==> config.mk <==
export PLATFORM = sky130hd
export DESIGN_NAME = arq_receive_ack_duplicate_filter_unit
export DESIGN_NICKNAME = d
export VERILOG_FILES = /design/src/hdl/afd_pkg.sv /design/src/hdl/afd_seq_ram.sv /design/src/hdl/afd_decide.sv /design/src/hdl/arq_receive_ack_duplicate_filter_unit.sv
export SDC_FILE = /design/constraint.sdc
export NUM_CORES = 2
export LEC_CHECK = 0
export BUFFER_PORTS_ARGS = -buffer_cell sky130_fd_sc_hd__buf_2
export CAP_MARGIN = 5
export CORE_UTILIZATION = 55
export CTS_BUF_LIST = sky130_fd_sc_hd__clkbuf_8
export DETAILED_ROUTE_END_ITERATION = 12
export PLACE_DENSITY = 0.68
export SLEW_MARGIN = 30
export SYNTH_ARGS = -nofsm -noshare
export SYNTH_HDL_FRONTEND = slang
export SYNTH_SLANG_ARGS = --single-unit
==> constraint.sdc <==
create_clock -name clk -period 16.04 [get_ports clk]
set_clock_uncertainty 0.2 [all_clocks]
set_input_delay 0.802 -clock clk [delete_from_list [all_inputs] [get_ports clk]]
set_output_delay 0.802 -clock clk [all_outputs]
set_load 0.05 [all_outputs]
==> src/hdl/afd_pkg.sv <==
// Shared types and constants for the ARQ receive ack and duplicate filter.
// Used by afd_decide, the top level and afd_checker; depends on nothing.
package afd_pkg;

  localparam int NUM_SOURCES = 256;
  localparam int IDX_W       = (NUM_SOURCES > 1) ? $clog2(NUM_SOURCES) : 1;
  localparam int ID_W        = 8;
  localparam int SEQ_W       = 8;
  localparam int KIND_W      = 2;

  localparam logic [ID_W-1:0] BROADCAST_RESET = 8'hFF;

  typedef enum logic [KIND_W-1:0] {
    KIND_ACK    = 2'd0,
    KIND_INPUT  = 2'd1,
    KIND_SERIAL = 2'd2,
    KIND_OTHER  = 2'd3
  } pkt_kind_t;

  // One result of the filter, as it is registered toward the output.
  typedef struct packed {
    logic             send_ack;
    logic [ID_W-1:0]  ack_target;
    logic [SEQ_W-1:0] ack_sequence;
    logic             is_duplicate;
    logic             deliver;
    logic             deliver_kind;
  } afd_result_t;

  // Table update requested by the decision logic.
  typedef struct packed {
    logic             wr_en;
    logic [IDX_W-1:0] wr_idx;
    logic [SEQ_W-1:0] wr_seq;
  } afd_update_t;

endpackage

==> src/hdl/afd_seq_ram.sv <==
// Generic single-write, single-read RAM with registered read data.
// Holds the last sequence per source; no package dependency.
module afd_seq_ram #(
  parameter int DEPTH = 256,
  parameter int WIDTH = 8,
  parameter int AW    = (DEPTH > 1) ? $clog2(DEPTH) : 1
) (
  input  logic             clk,
  input  logic             we,
  input  logic [AW-1:0]    waddr,
  input  logic [WIDTH-1:0] wdata,
  input  logic             re,
  input  logic [AW-1:0]    raddr,
  output logic [WIDTH-1:0] rdata
);

  logic [WIDTH-1:0] mem [DEPTH];

  always_ff @(posedge clk) begin
    if (we) begin
      mem[waddr] <= wdata;
    end
  end

  // Read returns the old contents when the same entry is written in the same cycle.
  always_ff @(posedge clk) begin
    if (re) begin
      rdata <= mem[raddr];
    end
  end

endmodule

==> src/hdl/afd_decide.sv <==
// Ack, duplicate and delivery decision for one header whose table entry has been read.
// Depends on afd_pkg.
module afd_decide (
  input  logic [afd_pkg::KIND_W-1:0] kind,
  input  logic [afd_pkg::ID_W-1:0]   source_id,
  input  logic [afd_pkg::ID_W-1:0]   dest_id,
  input  logic [afd_pkg::SEQ_W-1:0]  sequence_req,
  input  logic [afd_pkg::ID_W-1:0]   broadcast_id,
  input  logic                       known,
  input  logic [afd_pkg::SEQ_W-1:0]  last_seq,
  output afd_pkg::afd_result_t       result,
  output afd_pkg::afd_update_t       update
);

  afd_pkg::pkt_kind_t kind_e;
  logic               not_ack;
  logic               in_range;
  logic               seen;

  always_comb begin
    kind_e   = afd_pkg::pkt_kind_t'(kind);
    not_ack  = (kind_e != afd_pkg::KIND_ACK);
    in_range = ({1'b0, source_id} < (afd_pkg::ID_W + 1)'(afd_pkg::NUM_SOURCES));
    seen     = in_range && known && (last_seq == sequence_req);

    result.send_ack     = not_ack && (dest_id != broadcast_id);
    result.ack_target   = result.send_ack ? source_id : '0;
    result.ack_sequence = result.send_ack ? sequence_req : '0;
    result.is_duplicate = not_ack && seen;
    result.deliver      = not_ack && !seen &&
                          ((kind_e == afd_pkg::KIND_INPUT) || (kind_e == afd_pkg::KIND_SERIAL));
    result.deliver_kind = result.deliver && (kind_e == afd_pkg::KIND_SERIAL);

    update.wr_en  = not_ack && in_range && !seen;
    update.wr_idx = source_id[afd_pkg::IDX_W-1:0];
    update.wr_seq = sequence_req;
  end

endmodule

==> src/hdl/arq_receive_ack_duplicate_filter_unit.sv <==
// Top level of the ARQ receive ack and duplicate filter.
// Depends on afd_pkg, afd_seq_ram and afd_decide.
//
// Usage:
//   The input channel (in_valid / in_stall) carries one validated packet header
//   per request: kind, source, destination and sequence. The result channel
//   (out_valid / out_stall) returns exactly one result request per header: the
//   ack to send, the duplicate flag and the delivery decision.
//   A request moves when valid is high and stall is low at a rising clock edge.
//   Throughput is one header per cycle while the receiver does not stall. An
//   accepted header is registered into the decision stage as the sequence memory
//   is read; the decision is made from the stage registers and the result is
//   registered in the output register, which raises out_valid. A write to an entry
//   that the following header reads in the same cycle is forwarded, so
//   back-to-back headers from one source are filtered correctly.
//   When the receiver stalls, the result holds in the output register, the
//   header behind it holds in the decision stage and in_stall rises; nothing
//   is lost or repeated.
//   Synchronous active-low reset clears the per-source valid bits at once (no
//   clearing pass), empties the pipeline and sets the broadcast id to 255. Write the
//   broadcast id via cfg_wr_en / cfg_wr_data only while idle; this is not enforced.
module arq_receive_ack_duplicate_filter_unit (
  input  logic                       clk,
  input  logic                       rst_n,
  // Configuration
  input  logic                       cfg_wr_en,
  input  logic [afd_pkg::ID_W-1:0]   cfg_wr_data,
  // Header input
  input  logic                       in_valid,
  output logic                       in_stall,
  input  logic [afd_pkg::KIND_W-1:0] in_packet_kind,
  input  logic [afd_pkg::ID_W-1:0]   in_source_id,
  input  logic [afd_pkg::ID_W-1:0]   in_dest_id,
  input  logic [afd_pkg::SEQ_W-1:0]  in_sequence_req,
  // Result output
  output logic                       out_valid,
  input  logic                       out_stall,
  output logic                       out_send_ack,
  output logic [afd_pkg::ID_W-1:0]   out_ack_target,
  output logic [afd_pkg::SEQ_W-1:0]  out_ack_sequence,
  output logic                       out_is_duplicate,
  output logic                       out_deliver,
  output logic                       out_deliver_kind
);

  // Configuration register.
  logic [afd_pkg::ID_W-1:0] bcast_r, bcast_nxt;

  // Decision stage holding the header whose table entry is being read.
  logic                       s1_valid_r, s1_valid_nxt;
  logic [afd_pkg::KIND_W-1:0] s1_kind_r;
  logic [afd_pkg::ID_W-1:0]   s1_src_r;
  logic [afd_pkg::ID_W-1:0]   s1_dst_r;
  logic [afd_pkg::SEQ_W-1:0]  s1_seq_r;

  // Forwarding of the table write that happened at the edge of the read.
  logic                       fwd_valid_r, fwd_valid_nxt;
  logic [afd_pkg::IDX_W-1:0]  fwd_idx_r;
  logic [afd_pkg::SEQ_W-1:0]  fwd_seq_r;

  // Per-source valid bits, cleared by reset.
  logic [afd_pkg::NUM_SOURCES-1:0] known_r, known_nxt;

  // Output register.
  logic                 out_valid_r, out_valid_nxt;
  afd_pkg::afd_result_t out_res_r;

  logic                      accept;
  logic                      s1_adv;
  logic                      s1_fire;
  logic [afd_pkg::SEQ_W-1:0] ram_rdata;
  logic [afd_pkg::SEQ_W-1:0] last_seq;
  logic [afd_pkg::IDX_W-1:0] s1_idx;
  afd_pkg::afd_result_t      dec_res;
  afd_pkg::afd_update_t      dec_upd;
  logic                      tbl_we;

  // The decision stage moves on when the output register is empty or being taken.
  assign s1_adv   = !out_valid_r || !out_stall;
  assign s1_fire  = s1_valid_r && s1_adv;
  assign in_stall = s1_valid_r && !s1_adv;
  assign accept   = in_valid && !in_stall;
  assign s1_idx   = s1_src_r[afd_pkg::IDX_W-1:0];
  assign tbl_we   = s1_fire && dec_upd.wr_en;

  afd_seq_ram #(
    .DEPTH (afd_pkg::NUM_SOURCES),
    .WIDTH (afd_pkg::SEQ_W),
    .AW    (afd_pkg::IDX_W)
  ) u_seq_ram (
    .clk   (clk),
    .we    (tbl_we),
    .waddr (dec_upd.wr_idx),
    .wdata (dec_upd.wr_seq),
    .re    (accept),
    .raddr (in_source_id[afd_pkg::IDX_W-1:0]),
    .rdata (ram_rdata)
  );

  // The memory returned old data if the entry was written at the same edge as the read.
  assign last_seq = (fwd_valid_r && (fwd_idx_r == s1_idx)) ? fwd_seq_r : ram_rdata;

  afd_decide u_decide (
    .kind         (s1_kind_r),
    .source_id    (s1_src_r),
    .dest_id      (s1_dst_r),
    .sequence_req (s1_seq_r),
    .broadcast_id (bcast_r),
    .known        (known_r[s1_idx]),
    .last_seq     (last_seq),
    .result       (dec_res),
    .update       (dec_upd)
  );

  always_comb begin
    bcast_nxt = cfg_wr_en ? cfg_wr_data : bcast_r;

    s1_valid_nxt = accept || (s1_valid_r && !s1_adv);

    // Only refreshed when a read is issued, so a stalled header keeps its forward.
    fwd_valid_nxt = accept ? tbl_we : fwd_valid_r;

    known_nxt = known_r;
    if (tbl_we) begin
      known_nxt[dec_upd.wr_idx] = 1'b1;
    end

    out_valid_nxt = s1_fire || (out_valid_r && out_stall);
  end

  always_ff @(posedge clk) begin
    if (!rst_n) begin
      bcast_r     <= afd_pkg::BROADCAST_RESET;
      s1_valid_r  <= 1'b0;
      fwd_valid_r <= 1'b0;
      known_r     <= '0;
      out_valid_r <= 1'b0;
    end else begin
      bcast_r     <= bcast_nxt;
      s1_valid_r  <= s1_valid_nxt;
      fwd_valid_r <= fwd_valid_nxt;
      known_r     <= known_nxt;
      out_valid_r <= out_valid_nxt;
    end
  end

  always_ff @(posedge clk) begin
    if (accept) begin
      s1_kind_r <= in_packet_kind;
      s1_src_r  <= in_source_id;
      s1_dst_r  <= in_dest_id;
      s1_seq_r  <= in_sequence_req;
      fwd_idx_r <= dec_upd.wr_idx;
      fwd_seq_r <= dec_upd.wr_seq;
    end
    if (s1_fire) begin
      out_res_r <= dec_res;
    end
  end

  assign out_valid        = out_valid_r;
  assign out_send_ack     = out_res_r.send_ack;
  assign out_ack_target   = out_res_r.ack_target;
  assign out_ack_sequence = out_res_r.ack_sequence;
  assign out_is_duplicate = out_res_r.is_duplicate;
  assign out_deliver      = out_res_r.deliver;
  assign out_deliver_kind = out_res_r.deliver_kind;

endmodule

* Word-level counts from Yosys, hierarchy flattened *
Memories as Yosys holds them, arrays and structs flattened. A register that Yosys moved wholly into a read port is not among the register bits.
Cells that the tools add are included.
Widths: inputs -> output; s select.

word-level totals
  flip-flop bits (word level) = 329
  input port bits = 39
  bits in latches = 0
  memories = 1
  RAM bits = 2048
  memory bits (read-only) = 0

memories
  memory         words  width  read ports  clocked after memory_dff  wr ports  line               RTL
  u_seq_ram.mem  256    8      1           1                         1         afd_seq_ram.sv:17  logic [WIDTH-1:0] mem [DEPTH];

cells by class
  shifts and indexed selects = 0
  reductions and logical operators = 23
  $lt $le $gt $ge = 2
  divide/modulo/power cells = 0
  add/sub/neg operators = 0
  mux-type cells = 7
  bitwise gates (word level) = 1
  equal/unequal tests = 5
  multipliers = 0

operators by type and width
  cell                number
  $or 256x256->256    1
  $eq 8x8->1          2
  $logic_and 1x1->1   13
  $lt 8x9->1 const B  1
  $bmux 1 s8          1
  $demux 1 s8         1
  $ge 8x1->1 const B  1
  $mux 8              1
  $ne 8x8->1          1
  $logic_not 1->1     5
  $logic_or 1x1->1    4
  $mux 1              4
  $eq 2x1->1 const B  1
  $eq 2x2->1 const B  1
  $reduce_bool 2->1   1

* Longest topological paths before layout *
  word-level depth = 10
  gate-level depth with buffers = 13
  depth with buffers taken out = 7

* Cells and area by module *
From an unflattened synthesis, not the netlist that was laid out.

second synthesis, totals
  cells, all modules = 5043
  area, all modules = 93435.9 µm²

modules (own cells, without submodules)
  module                                 seq. area each (µm²)  cells each  instances  area an instance (µm²)
  afd_seq_ram                            61739.2               3733        1          79636.4
  arq_receive_ack_duplicate_filter_unit  7206.9                1245        1          13296.5
  afd_decide                             0.0                   65          1          503.0

* Least setup slack after synthesis *
OpenSTA, ideal clock, no wires.

  path type = reg2reg
  start = reg s1_seq_r[1] in the netlist's numbering
  end = mem u_seq_ram.mem[103][0] (enable)
  setup slack = 9.711 ns
  data arrival time = 5.735 ns
  clock period less this slack = 6.329 ns
  library setup time = 0.395 ns
  cell stages (with the launch flop) = 9
  path buffers = 2
  cells stage by stage = edfxtp_1 -> a222oi_1 -> nand3_1 -> mux2i_1 -> o2111ai_1 -> nor3_1 -> buf_2 -> buf_2 -> nor4_1

between the ends
  cells in the longest elaborated chain, start to end = 7

ends and longest elaborated chain
  element                       line                                          RTL
  start: declaration            arq_receive_ack_duplicate_filter_unit.sv:54   logic [afd_pkg::SEQ_W-1:0] s1_seq_r;
  start signal: assignment      arq_receive_ack_duplicate_filter_unit.sv:152  s1_seq_r <= in_sequence_req;
  $eq 8x8->1                    afd_decide.sv:24                              seen = in_range && known && (last_seq == sequence_req);
  $logic_and 1x1->1             afd_decide.sv:24
  $logic_not 1->1               afd_decide.sv:34                              update.wr_en = not_ack && in_range && !seen;
  $logic_and 1x1->1             afd_decide.sv:34
  $logic_and 1x1->1             arq_receive_ack_duplicate_filter_unit.sv:84   assign tbl_we = s1_fire && dec_upd.wr_en;
  $mux 1                        afd_seq_ram.sv:20                             if (we) begin
  $mux 1 (implied by the code)  afd_seq_ram.sv:21                             mem[waddr] <= wdata;
  end: declaration              afd_seq_ram.sv:17

No other way between the ends.

* Final worst setup path *
  start = reg s1_seq_r[6] in the netlist's numbering
  end = mem u_seq_ram.mem[139][5] (enable)

The elaborated chain is that of the path after synthesis.

==> metrics.cfg <==
[cells_and_area]
top_regs = u_seq_ram.mem (2048), known_r (256)
num-nets-final = 5282
max_flop_register = u_seq_ram.mem
layout-drive-gt1-share_pct = 31.62
largest_reg_flops = 2048
fillers = 11540
area_growth_syn_to_layout_pct = 13.75

[place]
place.port_buffers = 60
place_congestion = 0.8101
place.detailed.hpwl_um = 131300

[clock_tree]
postCtsResizedCells = 0
numCtsBuffers = 386
clk_transition_reported_paths_ps = 70
clock_sink_count = 2385
setup_fix_bufs_post_cts = 0
post_cts_hold_buffer_count = 46
clock_tree.root_cell = sky130_fd_sc_hd__clkbuf_8
h-tree-depth = 5
tritoncts = built
cts-root-to-sink-buffers = 4
clkLatencyLatePin_ps = 1060

[floorplan]
core_area_um2 = 169700
die_height_um = 415.7
die_area_um2 = 172800
initial_core_utilization_pct = 55.48
die_w_um = 415.7
design.portCount = 61
core.rowCount = 151

[route]
detail_route.wl_per_cell_um = 29.98
met3_wirelength_um = 22100
drt-met1-wl_um = 94030
drtPass1Iterations = 8
detailroute.wirelength.met2_um = 109900
routed_wirelength_um = 232000
route.top_layer_used = met5
drtIter0Drc = 6145
drt_drc_violations_left = 0
detail_route.vias_per_cell = 6.435
antenna_violating_nets_post_route = 0
dr_total_vias = 49800

[timing]
min_period_ps = 5771
maxSlewHeadroom_pct = 32.25
finalSetupViolations = 0
rsz_0062_raised_after_global_routing = no
final.setup.tns_ps = 0
worst_margin_pin_slew_ps = 1016
hold_violations = 0
achievable-frequency_mhz = 173.3
final_max_slew_viol_count = 0
final_min_period_over_clock_period_pct = 35.98

[run_status]
run_status = finished, final reports clean

[yosys]
mappedNetlistArea_um2 = 94120
netlist_top_cells_area = sky130_fd_sc_hd__edfxtp_1 68%, sky130_fd_sc_hd__mux4_2 18%, sky130_fd_sc_hd__dfxtp_1 5.7%
synthDominantAreaCellType = sky130_fd_sc_hd__edfxtp_1
syn-mean-instance-area_um2 = 19.51
synth_warnings = 0
ys_ff_latch = 2385
synth_top_area_share_pct = 67.57
asyncSetResetFlopFracSynth_pct = 0
syn_inst = 4825
synth-edff-count = 2118
synth_fp_nets = 4866
ys.flop_type = sky130_fd_sc_hd__edfxtp_1
synth.yosys.seq_area_share_pct = 73.25
synthDistinctLibCells = 54

[grt]
global_route_wire_length_before_repair_um = 339600
grt.total_usage_pct = 27.06
grt_start_max_net_pins = 271
overflow = 0
vias_in_the_first_global_route = 49260
antenna_found_initial = 12

[power]
pwr-share-clk_pct = 39.7
worst_vdd_rail_ir_drop_uv = 83.04
switching_power_mw = 2.790
sequential_power_share_pct = 54.7
fin_total_pwr_mw = 12.41
netSwitchingFraction_pct = 22.48
internal_power_mw = 9.622
pwr_density_cell_nw_per_um2 = 115.9
power_frac_comb_pct = 5.6
power.static_leakage_nw = 33.61

[worst_setup_path]
worst-setup-path-type = register to register
worstPathArrival_ps = 6340
data_required_time_at_the_worst_endpoint_ps = 16610
critical_path_peak_fanout = 171
critPathCaptureType = register
crit_path_start_kind = register

[hold_path]
hold_class = primary input to register

[run]
maxCapViolCount = 0

## synth_stat cells (all sizes together), types with 4 or more instances
| cell | number |
|---|---|
| xnor2 | 10 |
| nand2b | 11 |
| clkbuf | 282 |
| nor4 | 201 |
| and2 | 18 |
| mux2i | 24 |
| a21oi | 5 |
| nor3 | 80 |
| mux4 | 743 |
| nand3 | 272 |
| xor2 | 15 |
| buf | 107 |
| dfxtp | 267 |
| a22o | 4 |
| edfxtp | 2118 |
| inv | 11 |
| nand2 | 303 |
| mux2 | 4 |
| o21ai | 261 |
| nand4 | 5 |
| nor2 | 28 |
| nor2b | 17 |
## layer usage
| metal | track usage, % | vias to the layer above |
|---|---|---|
| li1 | - | 20840 |
| met3 | 5.543 | 387 |
| met1 | 39.80 | 26050 |
| met5 | 0 | - |
| met4 | 7.611 | 2 |
| met2 | 41.63 | 2520 |
## final timing paths
| path | from | endpoint | slack, ps | cells past startpoint |
|---|---|---|---|---|
| setup / recovery | s1_seq_r[6] | u_seq_ram.mem[139][5] | 10270 | 13 |
| hold / removal | rst_n | s1_valid_r | 60 | 2 |
| setup reg to reg | s1_seq_r[6] | u_seq_ram.mem[139][5] | 10270 | 13 |
| hold reg to reg | known_r[138] | known_r[138] | 250 | 2 |
## power by group through the flow
stage | clock network, mW | registers (mW) | logic (mW)
4_1_cts | 5.00 | 6.79 | 0.692
5_1_grt | 5.25 | 6.78 | 0.728
2_1_floorplan | 0 | 6.98 | 0.374
3_5_place_dp | 0 | 6.92 | 0.682
3_3_place_gp | 0 | 6.92 | 0.665
6_report | 4.93 | 6.79 | 0.697
## layout by cell type (no fill, tap or decap), drive strengths merged, types with 11 or more instances in the layout
master	Yosys	routed
nand2	303	303
and2	18	18
inv	11	128
nand3	272	272
buf	107	371
dlygate4sd3	0	46
nand2b	11	11
nor2b	17	17
mux4	743	743
xor2	15	15
nor2	28	28
mux2i	24	24
edfxtp	2118	2118
nor3	80	80
bufinv	0	12
dfxtp	267	267
nor4	201	201
o21ai	261	261
clkbuf	282	423
clkinv	0	109
## area by class of cell
type,count,area (um^2),area share (%)
clock inverter,242,1294,1.208
antenna,3,7.507,0.007012
sequential,2385,68950,64.40
timing repair buffer,417,3451,3.223
inverter,11,41.29,0.03857
tap,2218,2775,2.592
clock buffer,423,5822,5.438
multi-input combinational,2040,24720,23.09
## cells by family (layout without fill, tap and decap cells)
logic type,after synthesis,count (layout),share of synthesized area (%)
AO/OA/AOI/OAI,300,300,1.730
XOR/XNOR,25,25,0.2326
AND/OR/NAND/NOR,942,942,4.923
flip-flops,2385,2385,73.25
other,0,3,0
multiplexers,771,771,18.08
buffers and inverters,400,1093,1.753
adder cells (fa/ha/maj),2,2,0.02658
## critical path, cell delays in order, from the launching register on
cell	delay (ps)
sky130_fd_sc_hd__edfxtp_1	380
sky130_fd_sc_hd__buf_12	480
sky130_fd_sc_hd__buf_4	820
sky130_fd_sc_hd__xor2_1	130
sky130_fd_sc_hd__nor3_1	180
sky130_fd_sc_hd__nand3_1	100
sky130_fd_sc_hd__mux2i_1	190
sky130_fd_sc_hd__o2111ai_2	440
sky130_fd_sc_hd__nor3_2	250
sky130_fd_sc_hd__buf_4	390
sky130_fd_sc_hd__buf_4	480
sky130_fd_sc_hd__buf_4	670
sky130_fd_sc_hd__nor4_1	290
sky130_fd_sc_hd__buf_4	230
## stage by stage
stage	std cells	area [um^2]	util (%)	worst slack [ps]	hold WS, ps
3_5_place_dp	7020	99240	58.49	9703	236.5
6_report	7739	107100	63.10	10270	64.64
4_1_cts	7731	106800	62.96	9908	18.49
2_1_floorplan	4825	94120	-	9711	219.8
3_3_place_gp	7014	98730	58.19	9279	227.4
5_1_grt	7738	107100	63.10	9924	55.42
No activity file was read; power rests on OpenSTA's default activity.
